File: src/rtl/srfc_pkg.sv
// Constants, types and helpers of the sensor response frame checker.
package srfc_pkg;

  localparam int HEAD_BYTES = 8;
  localparam int HEAD_IDX_W = $clog2(HEAD_BYTES);
  localparam int CNT_W      = 6;

  localparam logic [CNT_W-1:0] COUNT_MAX = '1;
  localparam logic [CNT_W-1:0] MIN_BYTES = CNT_W'(3);

  localparam logic [7:0] HEADER_CODE = 8'h16;
  localparam logic [7:0] ACK_MAX_LEN = 8'h04;

  localparam logic [7:0] CMD_READ_CO2  = 8'h01;
  localparam logic [7:0] CMD_ZERO_CAL  = 8'h03;
  localparam logic [7:0] CMD_ABC       = 8'h0F;
  localparam logic [7:0] CMD_SET_ABC   = 8'h10;
  localparam logic [7:0] CMD_SPAN_CAL  = 8'h11;
  localparam logic [7:0] CMD_VERSION   = 8'h1E;
  localparam logic [7:0] CMD_SERIAL    = 8'h1F;
  localparam logic [7:0] CMD_MEAS_CFG  = 8'h50;
  localparam logic [7:0] CMD_WORK_MODE = 8'h51;

  typedef enum logic [1:0] {
    ST_OK         = 2'd0,
    ST_SHORT      = 2'd1,
    ST_BAD_HEADER = 2'd2,
    ST_BAD_SUM    = 2'd3
  } status_t;

  typedef struct packed {
    status_t     status;
    logic [7:0]  command;
    logic        known_command;
    logic [15:0] co2_ppm;
    logic [7:0]  abc_enable;
    logic [7:0]  abc_period;
    logic [15:0] abc_base_ppm;
    logic [15:0] meas_period;
    logic [7:0]  smooth_count;
    logic [7:0]  work_mode;
    logic        is_set_ack;
  } result_t;

  function automatic logic is_known(input logic [7:0] c);
    return (c == CMD_READ_CO2) || (c == CMD_ZERO_CAL) || (c == CMD_ABC) ||
           (c == CMD_SET_ABC) || (c == CMD_SPAN_CAL) || (c == CMD_VERSION) ||
           (c == CMD_SERIAL) || (c == CMD_MEAS_CFG) || (c == CMD_WORK_MODE);
  endfunction

endpackage

File: src/rtl/srfc_if.sv
// Valid/ready channel interfaces for received bytes and frame results.
interface srfc_in_if;
  logic       valid;
  logic       ready;
  logic [7:0] rx_byte;
  logic       frame_end;

  modport source (output valid, rx_byte, frame_end, input ready);
  modport sink   (input valid, rx_byte, frame_end, output ready);
endinterface

interface srfc_out_if;
  logic        valid;
  logic        ready;
  logic [1:0]  status;
  logic [7:0]  command;
  logic        known_command;
  logic [15:0] co2_ppm;
  logic [7:0]  abc_enable;
  logic [7:0]  abc_period;
  logic [15:0] abc_base_ppm;
  logic [15:0] meas_period;
  logic [7:0]  smooth_count;
  logic [7:0]  work_mode;
  logic        is_set_ack;

  modport source (output valid, status, command, known_command, co2_ppm, abc_enable,
                  abc_period, abc_base_ppm, meas_period, smooth_count, work_mode,
                  is_set_ack, input ready);
  modport sink   (input valid, status, command, known_command, co2_ppm, abc_enable,
                  abc_period, abc_base_ppm, meas_period, smooth_count, work_mode,
                  is_set_ack, output ready);
endinterface

File: src/rtl/sensor_response_frame_checker_unit.sv
// Frame checker top: byte count, running sum, head store and result decode.
// Throughput: one byte word per cycle; the result word is valid in the cycle after the last byte is taken.
// The input is refused only while a result word waits and the sink is not ready.
// Frame state (count, sum, stored head bytes) and the output valid clear on reset;
// the frame state clears again after every frame end.
module sensor_response_frame_checker_unit
  import srfc_pkg::*;
(
  input  logic       clk,
  input  logic       rst_n,
  srfc_in_if.sink    in_ch,
  srfc_out_if.source out_ch
);

  logic [CNT_W-1:0] count_r, count_nxt;
  logic [7:0]       sum_r, sum_nxt;
  logic [7:0]       head_r   [HEAD_BYTES];
  logic [7:0]       head_nxt [HEAD_BYTES];
  result_t          res_r, res_nxt;
  logic             out_valid_r, out_valid_nxt;
  logic             in_fire, out_fire, last_fire;
  status_t          st;
  logic [7:0]       cmd;
  logic             ack;

  assign in_ch.ready = !out_valid_r || out_ch.ready;
  assign in_fire     = in_ch.valid && in_ch.ready;
  assign out_fire    = out_valid_r && out_ch.ready;
  assign last_fire   = in_fire && in_ch.frame_end;

  always_comb begin
    head_nxt = head_r;
    if (count_r < CNT_W'(HEAD_BYTES)) begin
      head_nxt[count_r[HEAD_IDX_W-1:0]] = in_ch.rx_byte;
    end
    count_nxt = (count_r < COUNT_MAX) ? count_r + 1'b1 : count_r;
    sum_nxt   = sum_r + in_ch.rx_byte;
  end

  always_comb begin
    cmd = head_nxt[2];
    ack = head_nxt[1] <= ACK_MAX_LEN;
    if (count_nxt < MIN_BYTES) begin
      st = ST_SHORT;
    end else if (head_nxt[0] != HEADER_CODE) begin
      st = ST_BAD_HEADER;
    end else if (sum_nxt != 8'h00) begin
      st = ST_BAD_SUM;
    end else begin
      st = ST_OK;
    end
    res_nxt               = '0;
    res_nxt.status        = st;
    res_nxt.command       = cmd;
    res_nxt.known_command = is_known(cmd);
    if (st == ST_OK) begin
      case (cmd)
        CMD_READ_CO2: begin
          res_nxt.co2_ppm = {head_nxt[3], head_nxt[4]};
        end
        CMD_ABC: begin
          res_nxt.abc_enable   = head_nxt[4];
          res_nxt.abc_period   = head_nxt[5];
          res_nxt.abc_base_ppm = {head_nxt[6], head_nxt[7]};
        end
        CMD_MEAS_CFG: begin
          if (ack) begin
            res_nxt.is_set_ack = 1'b1;
          end else begin
            res_nxt.meas_period  = {head_nxt[3], head_nxt[4]};
            res_nxt.smooth_count = head_nxt[5];
          end
        end
        CMD_WORK_MODE: begin
          if (ack) begin
            res_nxt.is_set_ack = 1'b1;
          end else begin
            res_nxt.work_mode = head_nxt[3];
          end
        end
        default: begin
        end
      endcase
    end
  end

  always_comb begin
    out_valid_nxt = out_valid_r;
    if (last_fire) begin
      out_valid_nxt = 1'b1;
    end else if (out_fire) begin
      out_valid_nxt = 1'b0;
    end
  end

  always_ff @(posedge clk) begin
    if (!rst_n) begin
      count_r     <= '0;
      sum_r       <= '0;
      out_valid_r <= 1'b0;
      for (int i = 0; i < HEAD_BYTES; i++) begin
        head_r[i] <= '0;
      end
    end else begin
      out_valid_r <= out_valid_nxt;
      if (last_fire) begin
        count_r <= '0;
        sum_r   <= '0;
        for (int i = 0; i < HEAD_BYTES; i++) begin
          head_r[i] <= '0;
        end
      end else if (in_fire) begin
        count_r <= count_nxt;
        sum_r   <= sum_nxt;
        head_r  <= head_nxt;
      end
    end
  end

  always_ff @(posedge clk) begin
    if (last_fire) begin
      res_r <= res_nxt;
    end
  end

  assign out_ch.valid         = out_valid_r;
  assign out_ch.status        = res_r.status;
  assign out_ch.command       = res_r.command;
  assign out_ch.known_command = res_r.known_command;
  assign out_ch.co2_ppm       = res_r.co2_ppm;
  assign out_ch.abc_enable    = res_r.abc_enable;
  assign out_ch.abc_period    = res_r.abc_period;
  assign out_ch.abc_base_ppm  = res_r.abc_base_ppm;
  assign out_ch.meas_period   = res_r.meas_period;
  assign out_ch.smooth_count  = res_r.smooth_count;
  assign out_ch.work_mode     = res_r.work_mode;
  assign out_ch.is_set_ack    = res_r.is_set_ack;

endmodule

File: src/flat_wrapper.sv
// flat-port wrapper written by rule: the top's interface ports become plain ports
module sensor_response_frame_checker_unit_flat import srfc_pkg::*;
  (clk, rst_n, in_ch_valid, in_ch_rx_byte, in_ch_frame_end, in_ch_ready, out_ch_valid, out_ch_status, out_ch_command, out_ch_known_command, out_ch_co2_ppm, out_ch_abc_enable, out_ch_abc_period, out_ch_abc_base_ppm, out_ch_meas_period, out_ch_smooth_count, out_ch_work_mode, out_ch_is_set_ack, out_ch_ready);
  srfc_in_if in_ch_i ();
  srfc_out_if out_ch_i ();
  input  logic clk;
  input  logic rst_n;
  input wire logic [$bits(in_ch_i.valid)-1:0] in_ch_valid;
  input wire logic [$bits(in_ch_i.rx_byte)-1:0] in_ch_rx_byte;
  input wire logic [$bits(in_ch_i.frame_end)-1:0] in_ch_frame_end;
  output wire logic [$bits(in_ch_i.ready)-1:0] in_ch_ready;
  output wire logic [$bits(out_ch_i.valid)-1:0] out_ch_valid;
  output wire logic [$bits(out_ch_i.status)-1:0] out_ch_status;
  output wire logic [$bits(out_ch_i.command)-1:0] out_ch_command;
  output wire logic [$bits(out_ch_i.known_command)-1:0] out_ch_known_command;
  output wire logic [$bits(out_ch_i.co2_ppm)-1:0] out_ch_co2_ppm;
  output wire logic [$bits(out_ch_i.abc_enable)-1:0] out_ch_abc_enable;
  output wire logic [$bits(out_ch_i.abc_period)-1:0] out_ch_abc_period;
  output wire logic [$bits(out_ch_i.abc_base_ppm)-1:0] out_ch_abc_base_ppm;
  output wire logic [$bits(out_ch_i.meas_period)-1:0] out_ch_meas_period;
  output wire logic [$bits(out_ch_i.smooth_count)-1:0] out_ch_smooth_count;
  output wire logic [$bits(out_ch_i.work_mode)-1:0] out_ch_work_mode;
  output wire logic [$bits(out_ch_i.is_set_ack)-1:0] out_ch_is_set_ack;
  input wire logic [$bits(out_ch_i.ready)-1:0] out_ch_ready;
  assign in_ch_i.valid = in_ch_valid;
  assign in_ch_i.rx_byte = in_ch_rx_byte;
  assign in_ch_i.frame_end = in_ch_frame_end;
  assign in_ch_ready = in_ch_i.ready;
  assign out_ch_valid = out_ch_i.valid;
  assign out_ch_status = out_ch_i.status;
  assign out_ch_command = out_ch_i.command;
  assign out_ch_known_command = out_ch_i.known_command;
  assign out_ch_co2_ppm = out_ch_i.co2_ppm;
  assign out_ch_abc_enable = out_ch_i.abc_enable;
  assign out_ch_abc_period = out_ch_i.abc_period;
  assign out_ch_abc_base_ppm = out_ch_i.abc_base_ppm;
  assign out_ch_meas_period = out_ch_i.meas_period;
  assign out_ch_smooth_count = out_ch_i.smooth_count;
  assign out_ch_work_mode = out_ch_i.work_mode;
  assign out_ch_is_set_ack = out_ch_i.is_set_ack;
  assign out_ch_i.ready = out_ch_ready;
  sensor_response_frame_checker_unit u_core (.clk(clk), .rst_n(rst_n), .in_ch(in_ch_i), .out_ch(out_ch_i));
endmodule
File: config.mk
export PLATFORM = sky130hd
export DESIGN_NAME = sensor_response_frame_checker_unit_flat
export DESIGN_NICKNAME = d
export VERILOG_FILES = /design/src/rtl/srfc_pkg.sv /design/src/rtl/srfc_if.sv /design/src/rtl/sensor_response_frame_checker_unit.sv /design/src/flat_wrapper.sv
export SDC_FILE = /design/constraint.sdc
export NUM_CORES = 1
export LEC_CHECK = 0
export BUFFER_PORTS_ARGS = -buffer_cell sky130_fd_sc_hd__buf_4
export CORE_MARGIN = 3
export CORE_UTILIZATION = 61
export DETAILED_ROUTE_END_ITERATION = 16
export GPL_TIMING_DRIVEN = 0
export PLACE_DENSITY = 0.81
export REMOVE_ABC_BUFFERS = 1
export SYNTH_ARGS = -nofsm -noshare
export SYNTH_HDL_FRONTEND = slang
export SYNTH_SLANG_ARGS = --single-unit
export TNS_END_PERCENT = 10
File: constraint.sdc
create_clock -name clk -period 10.8 [get_ports clk]
set_clock_uncertainty 0.1 [all_clocks]
set_input_delay 2.16 -clock clk [delete_from_list [all_inputs] [get_ports clk]]
set_output_delay 2.16 -clock clk [all_outputs]
set_load 0.05 [all_outputs]
==> results of run 1 <==
metal layers:
metal  vias up  track usage [%]  wire length [microns]
met4         0             10.2                    380
met3        41             5.28                   1460
li1       2720                -                      -
met2       254             43.9                   8550
met5         -                0                      0
met1      2775             34.3                   7050
state kept, by name, summed over array words and instances (netlist names):
register,flops
u_core.head_r,64
u_core.out_ch.abc_base_ppm,16
u_core.out_ch.co2_ppm,16
u_core.out_ch.meas_period,16
u_core.out_ch.abc_enable,8
u_core.out_ch.abc_period,8
u_core.out_ch.command,8
u_core.out_ch.smooth_count,8
u_core.out_ch.work_mode,8
u_core.sum_r,8
u_core.count_r,6
u_core.out_ch.status,2
u_core.out_ch.is_set_ack,1
u_core.out_ch.known_command,1
u_core.out_ch.valid,1
worst reg2reg max path, cell delays in order (launching register included):
cell and delay [ns]:
sky130_fd_sc_hd__dfxtp_1 0.34, sky130_fd_sc_hd__ha_1 0.17, sky130_fd_sc_hd__inv_1 0.05, sky130_fd_sc_hd__fa_1 0.39
sky130_fd_sc_hd__nand2b_1 0.21, sky130_fd_sc_hd__a21o_1 0.17, sky130_fd_sc_hd__a311o_1 0.34, sky130_fd_sc_hd__or3_2 0.84
sky130_fd_sc_hd__or4b_1 0.85, sky130_fd_sc_hd__nor2_1 0.21
worst max-delay path by stage:
stage	to	slack (ns)	cells after the start
3_5_place_dp	u_core.out_ch.work_mode[6]	4.66	9
4_1_cts	u_core.out_ch.work_mode[6]	5.04	9
3_3_place_gp	u_core.out_ch.abc_base_ppm[2]	3.67	5
6_report	u_core.out_ch.work_mode[6]	5.03	9
2_1_floorplan	u_core.out_ch.abc_base_ppm[0]	4.48	4
5_1_grt	u_core.out_ch.work_mode[6]	4.84	9
logic make-up after synthesis:
kind of cell	count (synthesis)	synth area share, %
DFF	171	58.5
adders and majority gates	9	1.62
AOI/OAI and AO/OA	98	8.08
muxes	61	8.31
and+or+nand+nor	296	19.1
xor gates and xnor gates	7	0.826
buffers and inverters	63	3.51
Yosys cell counts (4+ instances only):
cell type                   n
sky130_fd_sc_hd__buf_1      5
sky130_fd_sc_hd__nor4_1    53
sky130_fd_sc_hd__nor3b_1    7
sky130_fd_sc_hd__nor3_1     8
sky130_fd_sc_hd__inv_1      8
sky130_fd_sc_hd__ha_1       8
sky130_fd_sc_hd__nand2_1   87
sky130_fd_sc_hd__mux2i_1   56
sky130_fd_sc_hd__a211oi_1  23
sky130_fd_sc_hd__clkbuf_1  45
sky130_fd_sc_hd__edfxtp_1  92
sky130_fd_sc_hd__mux2_2     5
sky130_fd_sc_hd__nand2b_1   5
sky130_fd_sc_hd__o21ai_0    8
sky130_fd_sc_hd__and3_1     5
sky130_fd_sc_hd__nand4_1    5
sky130_fd_sc_hd__nor2_2     5
sky130_fd_sc_hd__nor2_1    92
sky130_fd_sc_hd__a21oi_1   48
sky130_fd_sc_hd__nand3_1   11
sky130_fd_sc_hd__dfxtp_1   79
sky130_fd_sc_hd__xor2_1     4
power by group:
part	internal (mW)	leakage (nW)	total (mW)	switching, mW
clock network	0.318	0.279	0.587	0.270
logic	0.0501	1.67	0.166	0.115
registers	0.705	1.55	0.715	0.0101
cell type report:
type,count,area (sq um)
fillers,752,2770
well taps,143,179
clock inverters,14,126
clock buffers,18,450
inverters,9,36.3
repair buffers,111,926
multi-input cells,471,2830
flip-flops and latches,171,4340
per-stage QoR:
stage | util [%] | power [mW] | cell area, sq um | hold slack, ns | instances
4_1_cts | 76.2 | 1.47 | 8890 | 0.356 | 937
5_1_grt | 76.2 | 1.51 | 8890 | 0.377 | 937
6_report | 76.2 | 1.47 | 8890 | 0.356 | 937
3_5_place_dp | 71.3 | 0.892 | 8310 | 0.347 | 905
3_3_place_gp | 70.0 | 0.883 | 8170 | 0.341 | 900
2_1_floorplan | - | 0.838 | 7190 | 0.336 | 651
==> results_tabular.tex, run 1 <==
\begin{tabular}{lr}
\hline
Metric & Value \\
\hline
\multicolumn{2}{l}{\textbf{Outcome}} \\
\quad Status & finished, final reports clean \\
\multicolumn{2}{l}{\textbf{Die}} \\
\quad DIE HEIGHT & between 100 and 150 microns \\
\quad Floorplan die area & 13,500 sq um \\
\quad Io pins & 107 \\
\quad Standard-cell rows & 39 \\
\quad Core Area & 11,700 sq um \\
\quad Starting Density & 63.6\% \\
\quad Die span in x & $\sim$120 microns \\
\multicolumn{2}{l}{\textbf{Timing}} \\
\quad Setup repair after global routing missed its margin & no \\
\quad Final clock period utilization by the worst path & 53.4\% \\
\quad Total negative slack & 0 ns \\
\quad Final hold vios & 0 \\
\quad Actual transition at the worst max-transition pin & 1.31 ns \\
\quad Tmin final & just under 6 ns \\
\quad Final Max Tran Viols & 0 \\
\quad Max-slew headroom at the worst pin & 12.4\% \\
\quad Highest clock frequency the design can meet & 173 MHz \\
\quad Final setup violation count & 0 \\
\quad Final Worst Setup Slack & 5.03 ns \\
\multicolumn{2}{l}{\textbf{Routing}} \\
\quad Final wirelength & 17,400 microns \\
\quad Routed via count & between 5,000 and 6,000 \\
\quad Number of DRC markers after the initial detailed-route iteration & 579 \\
\quad DRT antenna net count & 0 \\
\quad Average wire per standard cell & 18.6 microns \\
\quad Number of remaining DRC errors & 0 \\
\quad Count of TritonRoute iterations in the first routing pass & 5 \\
\quad DR vias/cell & 6.18 \\
\multicolumn{2}{l}{\textbf{Layout}} \\
\quad Ratio of cells with drive above 1 in the final layout & 20.7\% \\
\quad P\&R area growth vs syn & 19.8\% \\
\quad Final \#Nets & 803 \\
\quad Diode insertion count for antenna repair & 0 \\
\quad Commonest cells after routing, fill and taps aside & sky130\_fd\_sc\_hd\_\_buf\_4, sky130\_fd\_sc\_hd\_\_nor2\_1, sky130\_fd\_sc\_hd\_\_edfxtp\_1, sky130\_fd\_sc\_hd\_\_nand2\_1, sky130\_fd\_sc\_hd\_\_dfxtp\_1 \\
\quad Leading cell type in the layout, fill and taps excluded & sky130\_fd\_sc\_hd\_\_buf\_4 \\
\multicolumn{2}{l}{\textbf{Worst setup path}} \\
\quad Launch point of the worst path & in\_ch\_rx\_byte[1] \\
\quad Slowest cell on the critical path & sky130\_fd\_sc\_hd\_\_or3\_2 \\
\quad Crit Reg-Reg Startpoint & u\_core.sum\_r[0] \\
\quad Critical register-to-register path endpoint & u\_core.out\_ch.work\_mode[6] \\
\quad Biggest cell delay along the critical path & about 0.84 ns \\
\quad Critical path startpoint category & input pin \\
\quad Critical path fanouts, max & 52 \\
\quad Cell type group with the largest total delay on the critical path & simple AND/OR/NAND/NOR gates \\
\quad Combined buffer and inverter count along the critical path & 2 \\
\quad WP data required & 10.97 ns \\
\quad Length in cells of the worst reg-to-reg path & 9 \\
\quad Arr. time, crit path & 5.94 ns \\
\quad Register-to-register path setup slack & around 7.0 ns \\
\quad Type of the setup path with the least slack & input pin to register \\
\quad Sequence of cells on the critical path & buf\_4 > clkinv\_1 > fa\_1 > nand2b\_1 > a21o\_1 > a311o\_1 > or3\_2 > or4b\_1 > nor2\_1 \\
\quad Element type at the critical path end & register \\
\multicolumn{2}{l}{\textbf{Hold path}} \\
\quad Terminating pin of the worst hold path & u\_core.head\_r[2] \\
\quad Hold path depth & 2 \\
\quad Launch point of the worst hold path & u\_core.head\_r[2] \\
\quad Hold Crit Class & register to register \\
\multicolumn{2}{l}{\textbf{Synth}} \\
\quad Biggest area contributors in the synthesized netlist & sky130\_fd\_sc\_hd\_\_edfxtp\_1, sky130\_fd\_sc\_hd\_\_dfxtp\_1, sky130\_fd\_sc\_hd\_\_mux2i\_1 \\
\quad Number of enable-type register cells in the synthesized netlist & about 90 \\
\quad Count of different cell masters after synthesis & 53 \\
\quad Synthesized flop and latch total & 171 \\
\quad Share of the synthesized area in the top cell type & 37.2\% \\
\quad Sequential fraction of the synthesis area & $\sim$59\% \\
\quad Cell type contributing the most total cell area after synthesis & sky130\_fd\_sc\_hd\_\_edfxtp\_1 \\
\quad Gate count after technology mapping & 705 \\
\quad Count of yosys warnings during synthesis & 0 \\
\quad Post-synth top flop & sky130\_fd\_sc\_hd\_\_edfxtp\_1 \\
\quad Syn\_area\_per\_cell & 10.5 sq um \\
\quad Cell area after technology mapping & 7420 sq um \\
\quad Share of flip-flops with an asynchronous set or reset after synthesis & 0\% \\
\multicolumn{2}{l}{\textbf{Place}} \\
\quad Routability congestion estimate & between 0.8 and 0.9 \\
\quad Number of buffers inserted by port buffering & approximately 110 \\
\quad Total half-perimeter wirelength after legalization and detailed placement & between 10,000 and 15,000 microns \\
\quad Worst slack after detailed placement & 4.66 ns \\
\multicolumn{2}{l}{\textbf{Power}} \\
\quad Static power due to leakage & 3.50 nW \\
\quad Power per cell area & 165 nW/um\^{}2 \\
\quad Peak supply drop & between 0.00009 and 0.0001 V \\
\multicolumn{2}{l}{\textbf{Clock network}} \\
\quad CTS Buffer Depth & 2 \\
\quad Clock root buffer & sky130\_fd\_sc\_hd\_\_clkbuf\_16 \\
\quad H-Tree Depth & 4 \\
\quad Buffers inserted by post-CTS timing repair & 0 \\
\quad Post-cts sizing count & 0 \\
\quad Clock slew at reported path FFs & approximately 0.070 ns \\
\quad CTS buffer count & 17 \\
\quad Clock Latency Late Sink & 0.43 ns \\
\quad Sink count of the clock tree & 171 \\
\quad Clock tree from TritonCTS & built \\
\quad Hold\_buf cts & 0 \\
\multicolumn{2}{l}{\textbf{Global route}} \\
\quad Wire length of the first global-routing pass & 27,500 microns \\
\quad Gr ovfl total & 0 \\
\quad Largest net degree at the start of global routing & 74 \\
\quad Number of global-route vias before repair & roughly 5,400 \\
\quad Number of antenna violations at the first check in global routing & 0 \\
\quad Global routing usage summed across all routing layers & 26.4\% \\
\multicolumn{2}{l}{\textbf{Flow run}} \\
\quad \# Max-Cap Violations & 0 \\
\hline
\end{tabular}
Note: power is estimated with default switching activity, not from simulation.
==> inputs of run 2 (changes only) <==
Settings changed: ABC_AREA set to 1, CORE_UTILIZATION 61 to 58, PLACE_DENSITY 0.81 to 0.77.
Clock period 10.8 ns to 5.65 ns, I/O delays scaled along.
==> results_tabular.tex, run 2 <==
\begin{tabular}{lr}
\hline
Metric & Value \\
\hline
\multicolumn{2}{l}{\textbf{Clock network}} \\
\quad H-Tree Depth & 4 \\
\quad Post-cts sizing count & 0 \\
\quad Buffers inserted by post-CTS timing repair & 0 \\
\quad Sink count of the clock tree & 171 \\
\quad Clock slew at reported path FFs & around 0.070 ns \\
\quad Hold\_buf cts & 0 \\
\quad CTS Buffer Depth & 2 \\
\quad CTS buffer count & 17 \\
\quad Clock Latency Late Sink & $\sim$0.43 ns \\
\quad Clock tree from TritonCTS & built \\
\quad Clock root buffer & sky130\_fd\_sc\_hd\_\_clkbuf\_16 \\
\multicolumn{2}{l}{\textbf{Die}} \\
\quad Starting Density & between 60\% and 70\% \\
\quad Io pins & 107 \\
\quad Floorplan die area & 15,000 sq um \\
\quad Standard-cell rows & 41 \\
\quad Core Area & between 10,000 and 15,000 sq um \\
\quad Die span in x & between 100 and 150 microns \\
\quad DIE HEIGHT & 123 microns \\
\multicolumn{2}{l}{\textbf{Layout}} \\
\quad Utilization of the core after routing & 71.6\% \\
\quad Filler Cells Inserted & 964 \\
\quad Commonest cells after routing, fill and taps aside & sky130\_fd\_sc\_hd\_\_nand2\_1, sky130\_fd\_sc\_hd\_\_buf\_4, sky130\_fd\_sc\_hd\_\_inv\_1, sky130\_fd\_sc\_hd\_\_edfxtp\_1, sky130\_fd\_sc\_hd\_\_dfxtp\_1 \\
\quad Leading cell type in the layout, fill and taps excluded & sky130\_fd\_sc\_hd\_\_nand2\_1 \\
\quad Area of combinational cells with multiple inputs & a little under 3000 sq um \\
\quad Ratio of cells with drive above 1 in the final layout & roughly a quarter \\
\quad P\&R area growth vs syn & 17.7\% \\
\quad Design area & 9290 sq um \\
\quad Flip-flop count of the largest register, all copies and words added & 64 \\
\quad Final \#Nets & 960 \\
\quad Largest register by flop count & u\_core.head\_r \\
\quad Diode insertion count for antenna repair & 0 \\
\quad Register cell area after layout & 4340 sq um \\
\multicolumn{2}{l}{\textbf{Timing}} \\
\quad Tmin final & 4.47 ns \\
\quad Total negative slack & 0 ns \\
\quad Final clock period utilization by the worst path & just under 80\% \\
\quad Setup repair after global routing missed its margin & no \\
\quad Final Worst Setup Slack & roughly 1.2 ns \\
\quad Final Max Tran Viols & 0 \\
\quad Max-slew headroom at the worst pin & 31.2\% \\
\quad Highest clock frequency the design can meet & $\sim$220 MHz \\
\quad Actual transition at the worst max-transition pin & 1.03 ns \\
\quad Final hold vios & 0 \\
\quad Final setup violation count & 0 \\
\multicolumn{2}{l}{\textbf{Global route}} \\
\quad Number of global-route vias before repair & $\sim$5,700 \\
\quad Wire length of the first global-routing pass & 26,600 microns \\
\quad Gr ovfl total & 0 \\
\quad Largest net degree at the start of global routing & 89 \\
\quad Number of antenna violations at the first check in global routing & 0 \\
\quad Global routing usage summed across all routing layers & 22.7\% \\
\multicolumn{2}{l}{\textbf{Power}} \\
\quad Power per cell area & around 320 nW/um\^{}2 \\
\quad Peak supply drop & 0.000215 V \\
\quad Net switching component of the power & 0.861 mW \\
\quad Internal power summed over all cells & 2.11 mW \\
\quad Switching power share of the total & between 20 and 30\% \\
\quad Power consumption & 2.97 mW \\
\quad Power share of the combinational group & between 15 and 20\% \\
\quad Share of total power in sequential cells & between 40 and 50\% \\
\quad Static power due to leakage & 4.07 nW \\
\quad Clock Power Share & 36.4\% \\
\multicolumn{2}{l}{\textbf{Routing}} \\
\quad Final wirelength & 16,300 microns \\
\quad DR vias/cell & roughly 5.4 \\
\quad Average wire per standard cell & 14.6 microns \\
\quad Number of DRC markers after the initial detailed-route iteration & 397 \\
\quad Routed via count & between 6,000 and 7,000 \\
\quad Number of remaining DRC errors & 0 \\
\quad Count of TritonRoute iterations in the first routing pass & 5 \\
\quad DRT antenna net count & 0 \\
\multicolumn{2}{l}{\textbf{Place}} \\
\quad Total half-perimeter wirelength after legalization and detailed placement & 10,800 microns \\
\quad Instance area after placement & about 8700 sq um \\
\quad Worst slack after detailed placement & 0.828 ns \\
\quad Number of buffers inserted by port buffering & 106 \\
\quad Routability congestion estimate & between 0.9 and 1 \\
\multicolumn{2}{l}{\textbf{Worst setup path}} \\
\quad Critical path fanouts, max & 61 \\
\quad Element type at the critical path end & register \\
\quad Register-to-register path setup slack & around 1.7 ns \\
\quad WP data required & 5.86 ns \\
\quad Arr. time, crit path & 4.68 ns \\
\quad Critical path startpoint category & input pin \\
\quad Type of the setup path with the least slack & input pin to register \\
\multicolumn{2}{l}{\textbf{Synth}} \\
\quad Post-synth top flop & sky130\_fd\_sc\_hd\_\_edfxtp\_1 \\
\quad Cell type contributing the most total cell area after synthesis & sky130\_fd\_sc\_hd\_\_edfxtp\_1 \\
\quad Synthesized flop and latch total & 171 \\
\quad Number of enable-type register cells in the synthesized netlist & 92 \\
\quad Share of flip-flops with an asynchronous set or reset after synthesis & 0\% \\
\quad Gate count after technology mapping & 849 \\
\quad Cell area after technology mapping & 7890 sq um \\
\quad Sequential fraction of the synthesis area & 55.1\% \\
\quad Syn\_area\_per\_cell & between 9 and 10 sq um \\
\quad Most numerous cell in the Yosys netlist & sky130\_fd\_sc\_hd\_\_nand2\_1 \\
\quad Biggest area contributors in the synthesized netlist & sky130\_fd\_sc\_hd\_\_edfxtp\_1, sky130\_fd\_sc\_hd\_\_dfxtp\_1, sky130\_fd\_sc\_hd\_\_nand2\_1 \\
\quad Count of yosys warnings during synthesis & 0 \\
\quad Count of different cell masters after synthesis & between 40 and 50 \\
\quad Most common library cells after synthesis & sky130\_fd\_sc\_hd\_\_nand2\_1, sky130\_fd\_sc\_hd\_\_inv\_1, sky130\_fd\_sc\_hd\_\_edfxtp\_1 \\
\quad Share of the synthesized area in the top cell type & 35.0\% \\
\multicolumn{2}{l}{\textbf{Hold path}} \\
\quad Hold Crit Class & register to register \\
\multicolumn{2}{l}{\textbf{Flow run}} \\
\quad \# Max-Cap Violations & 0 \\
\multicolumn{2}{l}{\textbf{Outcome}} \\
\quad Status & finished, final reports clean \\
\hline
\end{tabular}
-- run 2: cell count changes after synthesis, sizes merged, moves of 7 or more --
cell    change
nand2     +102
o21ai      +62
a211oi     -21
nor3       +28
inv       +107
a21oi      -32
nor3b       -7
mux2i      -56
clkbuf     -22
nand3      +12
nor4       -53
o211ai     +52
-- run 2: metal layers --
layer / share of wire, % / vias up / global-route usage (%)
li1: - / 3013 / -
met1: 43 / 2873 / 27.5
met2: 50 / 159 / 39.0
met3: 5.1 / 31 / 5.53
met4: 2.0 / 0 / 8.89
met5: 0 / - / 0
-- run 2: area by class of cell --
class | instances | area share [%]
flip-flops and latches | 171 | 46.8
well taps | 172 | 2.32
clock buffers | 17 | 4.58
inverters | 117 | 4.79
multi-input cells | 523 | 31.1
repair buffers | 108 | 9.16
clock inverters | 15 | 1.33
-- run 2: final timing paths --
path                            start           endpoint  depth (start not counted)
hold reg to reg       u_core.sum_r[0]    u_core.sum_r[0]                          2
setup reg to reg  u_core.out_ch.valid  u_core.head_r[22]                          8
setup / recovery         out_ch_ready  u_core.head_r[22]                         10
hold / removal        u_core.sum_r[0]    u_core.sum_r[0]                          2
-- run 2: critical path: stages --
cell and delay, ns:
sky130_fd_sc_hd__buf_4 0.07, sky130_fd_sc_hd__inv_1 0.03, sky130_fd_sc_hd__nand2_1 0.09, sky130_fd_sc_hd__nand2_1 0.50
sky130_fd_sc_hd__inv_4 0.58, sky130_fd_sc_hd__nand2_1 0.22, sky130_fd_sc_hd__nand2_1 0.58, sky130_fd_sc_hd__clkinv_2 0.91
sky130_fd_sc_hd__o211ai_1 0.45, sky130_fd_sc_hd__inv_1 0.07
-- run 2: through the flow --
stage	hold WS, ns	cells
finish	0.373	1123
global placement	0.355	1089
global route	0.401	1123
CTS	0.381	1123
detailed placement	0.371	1091
floorplan	0.345	811
-- run 2: power groups by stage --
stage	clock (mW)	sequential (mW)	combinational [mW]
2_1_floorplan	0	1.52	0.268
3_3_place_gp	0	1.43	0.469
3_5_place_dp	0	1.43	0.485
4_1_cts	1.09	1.40	0.487
5_1_grt	1.14	1.41	0.535
6_report	1.08	1.40	0.487
-- run 2: logic make-up (layout without fill, tap and decap cells) --
kind of cell             after synthesis  after routing  share of synthesized area [%]
AO/OA/AOI/OAI                        152            152                           12.1
AND/OR/NAND/NOR                      357            357                           22.3
adder cells (fa/ha/maj)                9              9                           1.52
flip-flops                           171            171                           55.1
XOR/XNOR                               5              5                          0.555
buffers and inverters                155            257                           8.37
